File: config.mk
export PLATFORM = sky130hd
export DESIGN_NAME = interval_range_map
export DESIGN_NICKNAME = d
export VERILOG_FILES = /design/src/design/irm_pkg.sv /design/src/design/irm_cell.sv /design/src/design/interval_range_map.sv
export SDC_FILE = /design/constraint.sdc
export NUM_CORES = 2
export LEC_CHECK = 0
export BUFFER_PORTS_ARGS = -buffer_cell sky130_fd_sc_hd__buf_2
export CAP_MARGIN = 0
export CELL_PAD_IN_SITES_DETAIL_PLACEMENT = 1
export CELL_PAD_IN_SITES_GLOBAL_PLACEMENT = 2
export CORE_UTILIZATION = 39
export CTS_CLUSTER_SIZE = 20
export DETAILED_ROUTE_END_ITERATION = 12
export PLACE_DENSITY = 0.78
export SYNTH_ARGS = -nofsm -noshare
export SYNTH_HDL_FRONTEND = slang
export SYNTH_SLANG_ARGS = --single-unit
File: constraint.sdc
create_clock -name clk -period 5.81 [get_ports clk]
set_input_delay 0.8715 -clock clk [delete_from_list [all_inputs] [get_ports clk]]
set_output_delay 0.8715 -clock clk [all_outputs]
set_load 0.1 [all_outputs]
File: src/design/irm_pkg.sv
// Shared constants and types for the interval range map.
`timescale 1ns / 1ps

package irm_pkg;

  localparam int CAPACITY_DEF   = 32;
  localparam int KEY_BITS_DEF   = 16;
  localparam int VALUE_BITS_DEF = 8;

  localparam logic CMD_ASSIGN = 1'b0;
  localparam logic CMD_LOOKUP = 1'b1;

  localparam logic [1:0] ST_DONE     = 2'd0;
  localparam logic [1:0] ST_EMPTY    = 2'd1;
  localparam logic [1:0] ST_OVERFLOW = 2'd2;

  typedef enum logic [1:0] {
    CELL_HOLD,
    CELL_SHR,
    CELL_SHL,
    CELL_WRITE
  } cell_mode_t;

  typedef struct packed {
    cell_mode_t mode;
    logic       wr_lo_en;
    logic       wr_hi_en;
  } cell_ctl_t;

endpackage

File: src/design/irm_cell.sv
// One breakpoint cell: holds a key and value, compares, shifts to its neighbors.
`timescale 1ns / 1ps

module irm_cell import irm_pkg::*; #(
  parameter int KEY_BITS   = KEY_BITS_DEF,
  parameter int VALUE_BITS = VALUE_BITS_DEF,
  parameter int CNT_W      = 6,
  parameter int INDEX      = 0
) (
  input  logic                  clk,
  input  cell_ctl_t             ctl,
  input  logic [CNT_W-1:0]      count,
  input  logic [CNT_W-1:0]      seg,
  input  logic [CNT_W-1:0]      wr_lo_pos,
  input  logic [CNT_W-1:0]      wr_hi_pos,
  input  logic [KEY_BITS-1:0]   cmp_lo,
  input  logic [KEY_BITS-1:0]   cmp_hi,
  input  logic [KEY_BITS-1:0]   wr_lo_key,
  input  logic [VALUE_BITS-1:0] wr_lo_val,
  input  logic [KEY_BITS-1:0]   wr_hi_key,
  input  logic [VALUE_BITS-1:0] wr_hi_val,
  input  logic [KEY_BITS-1:0]   left_key,
  input  logic [VALUE_BITS-1:0] left_val,
  input  logic [KEY_BITS-1:0]   right_key,
  input  logic [VALUE_BITS-1:0] right_val,
  output logic [KEY_BITS-1:0]   key,
  output logic [VALUE_BITS-1:0] val,
  output logic                  lt,
  output logic                  le
);

  localparam logic [CNT_W:0] IDX = (CNT_W+1)'(INDEX);

  logic [KEY_BITS-1:0]   key_r, key_nxt;
  logic [VALUE_BITS-1:0] val_r, val_nxt;
  logic                  used;
  logic                  take_left;
  logic                  take_right;

  assign used       = IDX < {1'b0, count};
  assign take_left  = IDX >= ({1'b0, seg} + 1'b1);
  assign take_right = (IDX + 1'b1) >= {1'b0, seg};

  assign lt  = used && (key_r < cmp_lo);
  assign le  = used && (key_r <= cmp_hi);
  assign key = key_r;
  assign val = val_r;

  always_comb begin
    key_nxt = key_r;
    val_nxt = val_r;
    unique case (ctl.mode)
      CELL_HOLD: begin
      end
      CELL_SHR: begin
        if (take_left) begin
          key_nxt = left_key;
          val_nxt = left_val;
        end
      end
      CELL_SHL: begin
        if (take_right) begin
          key_nxt = right_key;
          val_nxt = right_val;
        end
      end
      CELL_WRITE: begin
        if (ctl.wr_lo_en && IDX == {1'b0, wr_lo_pos}) begin
          key_nxt = wr_lo_key;
          val_nxt = wr_lo_val;
        end else if (ctl.wr_hi_en && IDX == {1'b0, wr_hi_pos}) begin
          key_nxt = wr_hi_key;
          val_nxt = wr_hi_val;
        end
      end
    endcase
  end

  always_ff @(posedge clk) begin
    key_r <= key_nxt;
    val_r <= val_nxt;
  end

endmodule

File: src/design/interval_range_map.sv
// Interval range map: top level with sequencer and row of breakpoint cells.
//
// Input channel (in_valid / in_stall): one command per transfer. An assign
// sets [in_key_low, in_key_high) to in_new_value; a lookup returns the value
// at in_key_low. Each command gives exactly one result transfer on the
// output channel (out_valid / out_stall) with read value, status and the
// number of breakpoints held afterwards.
// Config channel (cfg_valid / cfg_ready): writes the default value of keys
// below the first breakpoint; cfg_ready is always high. Write only while idle.
// Sequencing: one command at a time. A lookup or a rejected assign is compared,
// then decided, and its result is loaded into the output register; the
// sequencer then returns to idle and the next command can be taken.
// A successful assign is compared and decided, then the upper part of the
// table moves to its new place, the cells moving entries one position per
// cycle, and then the new entries are written and the result is loaded.
// A result waiting in the output register does not block the next command;
// if the receiver stalls and a second result is ready, the sequencer holds
// until the output register frees up.
// Reset: the table is empty, the default value is zero, no result is pending.
`timescale 1ns / 1ps

module interval_range_map import irm_pkg::*; #(
  parameter  int CAPACITY   = CAPACITY_DEF,
  parameter  int KEY_BITS   = KEY_BITS_DEF,
  parameter  int VALUE_BITS = VALUE_BITS_DEF,
  localparam int CNT_W      = $clog2(CAPACITY + 1)
) (
  input  logic                  clk,
  input  logic                  rst_n,
  input  logic                  in_valid,
  output logic                  in_stall,
  input  logic                  in_command,
  input  logic [KEY_BITS-1:0]   in_key_low,
  input  logic [KEY_BITS-1:0]   in_key_high,
  input  logic [VALUE_BITS-1:0] in_new_value,
  output logic                  out_valid,
  input  logic                  out_stall,
  output logic [VALUE_BITS-1:0] out_read_value,
  output logic [1:0]            out_status,
  output logic [CNT_W-1:0]      out_entries_used,
  input  logic                  cfg_valid,
  output logic                  cfg_ready,
  input  logic [VALUE_BITS-1:0] cfg_default_value
);

  localparam logic [1:0] S_IDLE  = 2'd0;
  localparam logic [1:0] S_CMP   = 2'd1;
  localparam logic [1:0] S_DEC   = 2'd2;
  localparam logic [1:0] S_SHIFT = 2'd3;

  localparam logic [CNT_W:0] CAP_W = (CNT_W+1)'(CAPACITY);

  logic [1:0]            state_r;
  logic [CNT_W-1:0]      count_r;
  logic [VALUE_BITS-1:0] default_r;

  logic                  cmd_r;
  logic [KEY_BITS-1:0]   key_lo_r;
  logic [KEY_BITS-1:0]   key_hi_r;
  logic [VALUE_BITS-1:0] new_r;

  logic [CNT_W-1:0]      below_r;
  logic [CNT_W-1:0]      above_r;
  logic [VALUE_BITS-1:0] prev_r;
  logic [VALUE_BITS-1:0] oldh_r;
  logic                  ins_lo_r;
  logic                  ins_hi_r;
  logic [CNT_W-1:0]      total_r;
  logic [CNT_W-1:0]      tgt_r;
  logic [CNT_W-1:0]      seg_r;

  logic                  out_valid_r;
  logic [VALUE_BITS-1:0] out_read_r;
  logic [1:0]            out_status_r;
  logic [CNT_W-1:0]      out_used_r;

  logic [KEY_BITS-1:0]   key_w  [CAPACITY];
  logic [VALUE_BITS-1:0] val_w  [CAPACITY];
  logic [KEY_BITS-1:0]   lkey_w [CAPACITY];
  logic [VALUE_BITS-1:0] lval_w [CAPACITY];
  logic [KEY_BITS-1:0]   rkey_w [CAPACITY];
  logic [VALUE_BITS-1:0] rval_w [CAPACITY];
  logic [CAPACITY:0]     lt_v;
  logic [CAPACITY:0]     le_v;

  logic [CNT_W-1:0]      below_c;
  logic [CNT_W-1:0]      above_c;
  logic [VALUE_BITS-1:0] prev_or;
  logic [VALUE_BITS-1:0] oldh_or;
  logic [KEY_BITS-1:0]   cmp_hi;

  logic                  ins_lo_c;
  logic                  ins_hi_c;
  logic [CNT_W:0]        tgt_c;
  logic [CNT_W:0]        total_c;
  logic                  out_free;
  logic                  accept;
  cell_ctl_t             ctl;
  logic                  out_load;

  assign accept    = in_valid && !in_stall;
  assign in_stall  = state_r != S_IDLE;
  assign cfg_ready = 1'b1;
  assign out_free  = !out_valid_r || !out_stall;

  // a new result enters the output register this cycle
  assign out_load = out_free &&
      ((state_r == S_DEC &&
        (cmd_r == CMD_LOOKUP || !(key_lo_r < key_hi_r) || total_c > CAP_W)) ||
       (state_r == S_SHIFT && seg_r == tgt_r));

  assign out_valid        = out_valid_r;
  assign out_read_value   = out_read_r;
  assign out_status       = out_status_r;
  assign out_entries_used = out_used_r;

  // a lookup compares against its key on the upper comparator
  assign cmp_hi = (cmd_r == CMD_LOOKUP) ? key_lo_r : key_hi_r;

  // cell row
  for (genvar i = 0; i < CAPACITY; i++) begin : g_cell
    if (i == 0) begin : g_lend
      assign lkey_w[i] = key_w[i];
      assign lval_w[i] = val_w[i];
    end else begin : g_lmid
      assign lkey_w[i] = key_w[i-1];
      assign lval_w[i] = val_w[i-1];
    end
    if (i == CAPACITY - 1) begin : g_rend
      assign rkey_w[i] = key_w[i];
      assign rval_w[i] = val_w[i];
    end else begin : g_rmid
      assign rkey_w[i] = key_w[i+1];
      assign rval_w[i] = val_w[i+1];
    end

    irm_cell #(
      .KEY_BITS  (KEY_BITS),
      .VALUE_BITS(VALUE_BITS),
      .CNT_W     (CNT_W),
      .INDEX     (i)
    ) u_cell (
      .clk      (clk),
      .ctl      (ctl),
      .count    (count_r),
      .seg      (seg_r),
      .wr_lo_pos(below_r),
      .wr_hi_pos(below_r + CNT_W'(ins_lo_r)),
      .cmp_lo   (key_lo_r),
      .cmp_hi   (cmp_hi),
      .wr_lo_key(key_lo_r),
      .wr_lo_val(new_r),
      .wr_hi_key(key_hi_r),
      .wr_hi_val(oldh_r),
      .left_key (lkey_w[i]),
      .left_val (lval_w[i]),
      .right_key(rkey_w[i]),
      .right_val(rval_w[i]),
      .key      (key_w[i]),
      .val      (val_w[i]),
      .lt       (lt_v[i]),
      .le       (le_v[i])
    );
  end

  assign lt_v[CAPACITY] = 1'b0;
  assign le_v[CAPACITY] = 1'b0;

  // compare flags are thermometer codes; pick the cell at each edge
  always_comb begin
    below_c = '0;
    above_c = '0;
    prev_or = '0;
    oldh_or = '0;
    for (int i = 0; i < CAPACITY; i++) begin
      if (lt_v[i] && !lt_v[i+1]) begin
        below_c = below_c | CNT_W'(i + 1);
        prev_or = prev_or | val_w[i];
      end
      if (le_v[i] && !le_v[i+1]) begin
        above_c = above_c | CNT_W'(i + 1);
        oldh_or = oldh_or | val_w[i];
      end
    end
  end

  assign ins_lo_c = new_r != prev_r;
  assign ins_hi_c = oldh_r != new_r;
  assign tgt_c    = {1'b0, below_r} + (CNT_W+1)'(ins_lo_c) + (CNT_W+1)'(ins_hi_c);
  assign total_c  = tgt_c + ({1'b0, count_r} - {1'b0, above_r});

  always_comb begin
    ctl.mode     = CELL_HOLD;
    ctl.wr_lo_en = ins_lo_r;
    ctl.wr_hi_en = ins_hi_r;
    if (state_r == S_SHIFT) begin
      if (seg_r < tgt_r) begin
        ctl.mode = CELL_SHR;
      end else if (seg_r > tgt_r) begin
        ctl.mode = CELL_SHL;
      end else if (out_free) begin
        ctl.mode = CELL_WRITE;
      end
    end
  end

  always_ff @(posedge clk) begin
    if (!rst_n) begin
      default_r <= '0;
    end else if (cfg_valid && cfg_ready) begin
      default_r <= cfg_default_value;
    end
  end

  always_ff @(posedge clk) begin
    if (accept) begin
      cmd_r    <= in_command;
      key_lo_r <= in_key_low;
      key_hi_r <= in_key_high;
      new_r    <= in_new_value;
    end
  end

  always_ff @(posedge clk) begin
    if (!rst_n) begin
      state_r     <= S_IDLE;
      count_r     <= '0;
      out_valid_r <= 1'b0;
    end else begin
      if (out_valid_r && !out_stall && !out_load) begin
        out_valid_r <= 1'b0;
      end
      unique case (state_r)
        S_IDLE: begin
          if (accept) begin
            state_r <= S_CMP;
          end
        end
        S_CMP: begin
          below_r <= below_c;
          above_r <= above_c;
          prev_r  <= (below_c == '0) ? default_r : prev_or;
          oldh_r  <= (above_c == '0) ? default_r : oldh_or;
          state_r <= S_DEC;
        end
        S_DEC: begin
          if (cmd_r == CMD_LOOKUP) begin
            if (out_free) begin
              out_valid_r  <= 1'b1;
              out_read_r   <= oldh_r;
              out_status_r <= ST_DONE;
              out_used_r   <= count_r;
              state_r      <= S_IDLE;
            end
          end else if (!(key_lo_r < key_hi_r)) begin
            if (out_free) begin
              out_valid_r  <= 1'b1;
              out_read_r   <= '0;
              out_status_r <= ST_EMPTY;
              out_used_r   <= count_r;
              state_r      <= S_IDLE;
            end
          end else if (total_c > CAP_W) begin
            if (out_free) begin
              out_valid_r  <= 1'b1;
              out_read_r   <= '0;
              out_status_r <= ST_OVERFLOW;
              out_used_r   <= count_r;
              state_r      <= S_IDLE;
            end
          end else begin
            ins_lo_r <= ins_lo_c;
            ins_hi_r <= ins_hi_c;
            tgt_r    <= tgt_c[CNT_W-1:0];
            total_r  <= total_c[CNT_W-1:0];
            seg_r    <= above_r;
            state_r  <= S_SHIFT;
          end
        end
        S_SHIFT: begin
          // move the upper segment one place per cycle, then drop in new entries
          if (seg_r < tgt_r) begin
            seg_r <= seg_r + 1'b1;
          end else if (seg_r > tgt_r) begin
            seg_r <= seg_r - 1'b1;
          end else if (out_free) begin
            count_r      <= total_r;
            out_valid_r  <= 1'b1;
            out_read_r   <= '0;
            out_status_r <= ST_DONE;
            out_used_r   <= total_r;
            state_r      <= S_IDLE;
          end
        end
        default: begin
          state_r <= S_IDLE;
        end
      endcase
    end
  end

endmodule

## Word-level counts from Yosys, hierarchy flattened

Cells that the tools add are included.

- Bits in registers: 890

- $add $sub $neg: 8
- Magnitude comparators: 162
- Eq/ne operators: 188
- Muxes and demuxes: 1,061
- Bitwise gates (word level): 64
- Reductions and logical operators: 316

Operator list:

| cell | number |
|---|---|
| $mux 16 | 285 |
| $mux 8 | 394 |
| $pmux 16 s3 | 30 |
| $pmux 8 s3 | 30 |
| $mux 6 | 94 |
| $lt 16x16->1 | 33 |
| $le 16x16->1 | 32 |
| $or 8x8->8 | 62 |
| $logic_and 1x1->1 | 196 |
| $eq 5x6->1 const A | 32 |
| $mux 2 | 93 |
| $mux 5 | 32 |
| $ne 2x1->1 const B | 68 |
| $reduce_and 4->1 | 33 |
| $ge 5x7->1 const A | 16 |
| $ne 3x1->1 const B | 33 |
| $eq 4x6->1 const A | 16 |
| $ge 5x6->1 const A | 16 |
| $lt 5x6->1 const A | 16 |
| $mux 1 | 69 |
| $logic_not 1->1 | 67 |
| $mux 4 | 16 |
| $pmux 16 s2 | 2 |
| $ge 4x7->1 const A | 8 |
| 53 further kinds | 126 |

## Depth between registers and ports, before layout

- Word-level depth: 71
- Gate-level depth with buffers: 22
- Depth with buffers taken out: 21

## Hierarchy

A second synthesis with hierarchy kept.

- Cells, all modules: 10,199
- Area, all modules: 89,393.2 µm²

By module, submodules not included:

| module | times used | cells an instance | area an instance (µm²) |
|---|---|---|---|
| interval_range_map | 1 | 1,028 | 9,579.2 |
| irm_cell (g_cell[22].u_cell) | 1 | 303 | 2,600.0 |
| irm_cell (g_cell[25].u_cell) | 1 | 299 | 2,566.2 |
| irm_cell (g_cell[30].u_cell) | 1 | 290 | 2,557.5 |
| irm_cell (g_cell[13].u_cell) | 1 | 296 | 2,548.7 |
| irm_cell (g_cell[9].u_cell) | 1 | 294 | 2,543.7 |
| irm_cell (g_cell[12].u_cell) | 1 | 295 | 2,541.2 |
| irm_cell (g_cell[27].u_cell) | 1 | 283 | 2,534.9 |
| irm_cell (g_cell[24].u_cell) | 1 | 300 | 2,528.7 |
| irm_cell (g_cell[8].u_cell) | 1 | 292 | 2,527.4 |
| irm_cell (g_cell[31].u_cell) | 1 | 279 | 2,526.2 |
| irm_cell (g_cell[5].u_cell) | 1 | 290 | 2,521.2 |
| irm_cell (g_cell[21].u_cell) | 1 | 265 | 2,514.9 |
| irm_cell (g_cell[29].u_cell) | 1 | 285 | 2,502.4 |
| 19 more rows | -- | -- | -- |

## Least setup slack after synthesis

No wires, ideal clock.

- Path kind: register to register
- From: register cmd_r
- To: register oldh_r[0], data pin
- Library setup time: 0.260 ns
- Data arrival time: 5.998 ns
- Setup slack: -0.448 ns
- Stages on the path, launching flop included: 17
- Path buffers: 4
- Period minus slack after synthesis: 6.258 ns
- Path through: edfxtp_1 clkbuf_1 clkbuf_1 mux2i_1 ha_1 and3_1 a221o_1 a221o_1 o21ai_1 nor2b_1 clkbuf_1 nor4_1 nand4b_1 nor4_1 or4b_1 buf_6 mux2_4

- Cells in the longest elaborated chain, start to end: 71
- Elaborated cells on any way between the ends: 226

RTL lines:

| element | line | source |
|---|---|---|
| start: declaration | interval_range_map.sv:57 | `logic cmd_r;` |
| start signal: assignment | interval_range_map.sv:217 | `cmd_r <= in_command;` |
| $mux 16 (*) | interval_range_map.sv:118 | `assign cmp_hi = (cmd_r == CMD_LOOKUP) ? key_lo_r : key_hi_r;` |
| $le 16x16->1 | irm_cell.sv:45 | `assign le = used && (key_r <= cmp_hi);` |
| $logic_and 1x1->1 | irm_cell.sv:45 |  |
| $logic_not 1->1 | interval_range_map.sv:180 | `if (le_v[i] && !le_v[i+1]) begin` |
| $logic_and 1x1->1 | interval_range_map.sv:180 |  |
| $mux 8 | interval_range_map.sv:180 |  |
| $or 8x8->8 | interval_range_map.sv:182 | `oldh_or = oldh_or \| val_w[i];` |
| $mux 8 | interval_range_map.sv:180 |  |
| [... 55 more ...] | -- |  |
| $mux 8 | interval_range_map.sv:180 |  |
| $or 8x8->8 | interval_range_map.sv:182 |  |
| $mux 8 | interval_range_map.sv:180 |  |
| $or 8x8->8 | interval_range_map.sv:182 |  |
| $mux 8 | interval_range_map.sv:180 |  |
| $mux 8 (*) | interval_range_map.sv:243 | `oldh_r <= (above_c == '0) ? default_r : oldh_or;` |
| $mux 8 (*) | interval_range_map.sv:233 | `unique case (state_r)` |
| $mux 8 (*) | interval_range_map.sv:225 | `if (!rst_n) begin` |
| end signal: assignment | interval_range_map.sv:243 |  |
| end: declaration | interval_range_map.sv:65 | `logic [VALUE_BITS-1:0] oldh_r;` |

Mark *: on every way between the ends. The rest lies on a longest branch, timed or not. The select of a mux whose other input is x is not followed.
A chain may end at the register's enable or synchronous reset.

## Worst setup path in the final report

- From: register key_lo_r[3]
- To: register prev_r[5], data pin

- Cells in the longest elaborated chain, start to end: 70
- Elaborated cells on any way between the ends: 225

RTL lines:

| element | line | source |
|---|---|---|
| start: declaration | interval_range_map.sv:58 | `logic [KEY_BITS-1:0] key_lo_r;` |
| start signal: assignment | interval_range_map.sv:218 | `key_lo_r <= in_key_low;` |
| $lt 16x16->1 | irm_cell.sv:44 | `assign lt = used && (key_r < cmp_lo);` |
| $logic_and 1x1->1 | irm_cell.sv:44 |  |
| $logic_not 1->1 | interval_range_map.sv:176 | `if (lt_v[i] && !lt_v[i+1]) begin` |
| $logic_and 1x1->1 | interval_range_map.sv:176 |  |
| $mux 8 | interval_range_map.sv:176 |  |
| $or 8x8->8 | interval_range_map.sv:178 | `prev_or = prev_or \| val_w[i];` |
| $mux 8 | interval_range_map.sv:176 |  |
| $or 8x8->8 | interval_range_map.sv:178 |  |
| [... 54 more ...] | -- |  |
| $mux 8 | interval_range_map.sv:176 |  |
| $or 8x8->8 | interval_range_map.sv:178 |  |
| $mux 8 | interval_range_map.sv:176 |  |
| $or 8x8->8 | interval_range_map.sv:178 |  |
| $mux 8 | interval_range_map.sv:176 |  |
| $mux 8 (*) | interval_range_map.sv:242 | `prev_r <= (below_c == '0) ? default_r : prev_or;` |
| $mux 8 (*) | interval_range_map.sv:233 |  |
| $mux 8 (*) | interval_range_map.sv:225 |  |
| end signal: assignment | interval_range_map.sv:242 |  |
| end: declaration | interval_range_map.sv:64 | `logic [VALUE_BITS-1:0] prev_r;` |

Marked as above.

==> impl_metrics.yaml <==
cts:
  hold_buffers: 0
  ctsHtreeMaxLevel: 3
  clock_path_buffers: 3
  cts_tree: "done"
  ctsResizeCount: 0
  clkSinkCount: 890
  cts_setup_buffers: 0
  cts_buffers: 115
  clkTransAtPathRegs_ns: 0.06
  cts-root-buf: "clkbuf_16"
  clk_latency_ns: 0.80
floorplanning:
  io_pins: 73
  die_h_um: 442
  rows: 160
  die_x_um: 442
  coreArea_um2: 191000
  start_util: 0.395
  die-area_um2: 195000
detailed_routing:
  drc_errors: 0
  drt_iter0_drc: 8778
  firstDrtPassIters: 9
  routed_via_density: 7.12
  drt-total-wl_um: 412000
  wl_per_cell_um: 39.4
  ant_nets: 0
  route.vias.total: 74500
logic_synthesis:
  synthAdderAreaFrac: 0.173
  synth_async_sr_flop_share: 0
  synth_edf_count: 873
  muxShareOfSynthArea: 0.0726
  syn_nets: 8933
  seq_area_frac_synth: 0.352
  ys_seq_elements: 890
  avgSynthCellArea_um2: 9.61
  synthCells: 7843
  yosys.area_share.simple: 0.0953
  synth-main-ff-cell: "edfxtp_1"
  synth_compound_area_frac: 0.262
  yosysWarnings: 0
  synth-xor-area-share: 0.00418
  synth_area_um2: 75400
  synth_top_family_by_area: "compound AO/OA/AOI/OAI gates"
  synth_cell_types: 100
timing:
  relSlewSlack: 0.142
  min_period_over_period: 0.987
  hold_violations: 0
  tightestPinTransition_ns: 1.29
  max_freq_ghz: 0.174
  rsz0062_at_grt: "false"
  maxSlewViolCount: 0
  fin_skew_ns: 0.0242
  setup_viol: 0
  fin_ws_ns: 0.0732
  fin_crit_ns: 5.74
  finalSetupTns_ns: 0
grt:
  grt_pass1_wl_um: 578000
  overflow: 0
  grt_usage: 0.408
  grt_pass1_vias: 74400
  antenna_found_initial: 19
  grt_max_degree: 181
worst_setup_path:
  timing.critical_path.buf_inv: 5
  cp.depth: 15
  worstPathArrival_ns: 6.24
  path_cells: "inv_2 -> buf_4 -> buf_4 -> ha_1 -> a211o_1 -> a31oi_1 -> o21ai_0 -> a211o_1 -> and2_1 -> buf_4 -> a221oi_1 -> buf_4 -> nand3_1 -> or3_1 -> o41a_1"
  worstPathMaxFanout: 11
  cp_top_family: "compound AO/OA/AOI/OAI gates"
  r2r-end: "prev_r[5]"
  startpoint_type: "flip-flop"
  rrSetupSlack_ns: 0.07
  critPathKind: "reg -> reg"
  end_kind: "flip-flop"
  cp-endpoint: "prev_r[5]"
  crit_required_ns: 6.31
  rr_worst_depth: 15
  timing.rr.start: "key_lo_r[3]"
  startpoint: "key_lo_r[3]"
  crit_slowest_cell: "a221oi_1"
  slowest_delay_ns: 0.67
  cpMostUsedCell: "buf_4"
finish:
  drive_gt1_frac: 0.105
  area.growth.synth_to_final_pct: 12.9
  final_cell_mix: "1029 x ha_1, 909 x o21ai_0, 873 x edfxtp_1"
  finalInstanceArea_um2: 85100
  final_common_cell: "ha_1"
  num-nets-final: 8924
hold_path:
  hold_path_class: "in -> reg"
  min_from: "in_key_low[15]"
  whs_path_depth: 1
placed_design:
  gp_congestion: 1.03
  pre_cts_ws_ns: 0.124
  hpwlAfterDp_um: 303000
  place_area_um2: 81200
  portBuffers: 71
flow_run:
  maxCapViolations: 0
power:
  p_per_area_nw_per_um2: 203
  cellLeakagePower_nw: 33.2
  ir_drop_v: 0.000256
status:
  outcome: "finished clean"
-- sequential cells by signal (all words and copies together), names as in the netlist --
signal / count
seg_r: 6
default_r: 8
new_r: 8
above_r: 6
g_cell.u_cell.val: 256
below_r: 6
prev_r: 8
ins_hi_r: 1
key_lo_r: 16
ins_lo_r: 1
out_read_value: 8
count_r: 6
total_r: 6
key_hi_r: 16
out_valid: 1
out_entries_used: 6
tgt_r: 6
state_r: 2
out_status: 2
g_cell.u_cell.key: 512
cmd_r: 1
oldh_r: 8
-- cells in the mapped netlist, drive strengths merged, types with 47 or more instances --
cell type     n  share of area
clkbuf      566          0.028
nor2b        60         0.0050
mux2i       531          0.071
ha         1029           0.17
edfxtp      873           0.35
a222oi       56         0.0074
nand4       164          0.014
inv         160         0.0080
nand2       312          0.016
a21o        113          0.011
a31oi        48         0.0041
nand2b       55         0.0046
a211oi       98         0.0098
a211o        61         0.0071
a21oi       620          0.041
nor2        473          0.024
o21ai       915          0.061
nor4         47         0.0045
a22oi       817          0.081
nor3         63         0.0042
buf          67         0.0041
nand3       100         0.0067
-- per-stage QoR --
step / power (mW) / util / instances / hold WS (ns)
5_1_grt: 17.7 / 0.445 / 10400 / 0.229
3_3_place_gp: 9.57 / 0.425 / 10200 / 0.521
3_5_place_dp: 9.70 / 0.425 / 10200 / 0.550
2_1_floorplan: 8.58 / - / 7843 / 0.483
6_report: 17.2 / 0.446 / 10500 / 0.247
4_1_cts: 17.2 / 0.445 / 10400 / 0.206
-- layout make-up --
class | instances | area, µm²
Antenna cell | 7 | 17.5
Clock inverter | 70 | 649
Multi-Input combinational cell | 6144 | 46500
Sequential cell | 890 | 26600
Inverter | 176 | 661
Tap cell | 2511 | 3140
Clock buffer | 147 | 3200
Fill cell | 21300 | 106000
Timing Repair Buffer | 507 | 4400
-- metal layers --
| metal | global-route usage | routed length, µm | up-vias |
|---|---|---|---|
| met5 | 0.00733 | 632 | - |
| met4 | 0.220 | 26200 | 12 |
| met3 | 0.0926 | 38700 | 1083 |
| met2 | 0.622 | 178000 | 4227 |
| met1 | 0.536 | 168000 | 38200 |
| li1 | - | - | 31000 |
-- worst min path at each step --
stage	endpoint	slack (ns)
after floorplan	default_r[6]	0.48
after CTS	key_lo_r[15]	0.21
final	key_lo_r[15]	0.25
after global routing	key_lo_r[15]	0.23
after global placement	default_r[6]	0.52
after detailed placement	default_r[0]	0.55
-- kinds of logic after synthesis --
kind of cell,after synthesis
buffers and inverters,809
xor gates and xnor gates,36
and+or+nand+nor,1456
muxes,543
adders and majority gates,1036
AOI/OAI and AO/OA,3072
other,1
DFF,890
-- power by group --
part / internal [mW] / leakage [nW] / switching, mW / total, mW
registers: 7.02 / 8.02 / 0.0876 / 7.11
clock network: 4.35 / 1.87 / 3.25 / 7.60
logic: 0.879 / 23.4 / 1.66 / 2.54
Note: power is estimated with default switching activity, not from simulation.
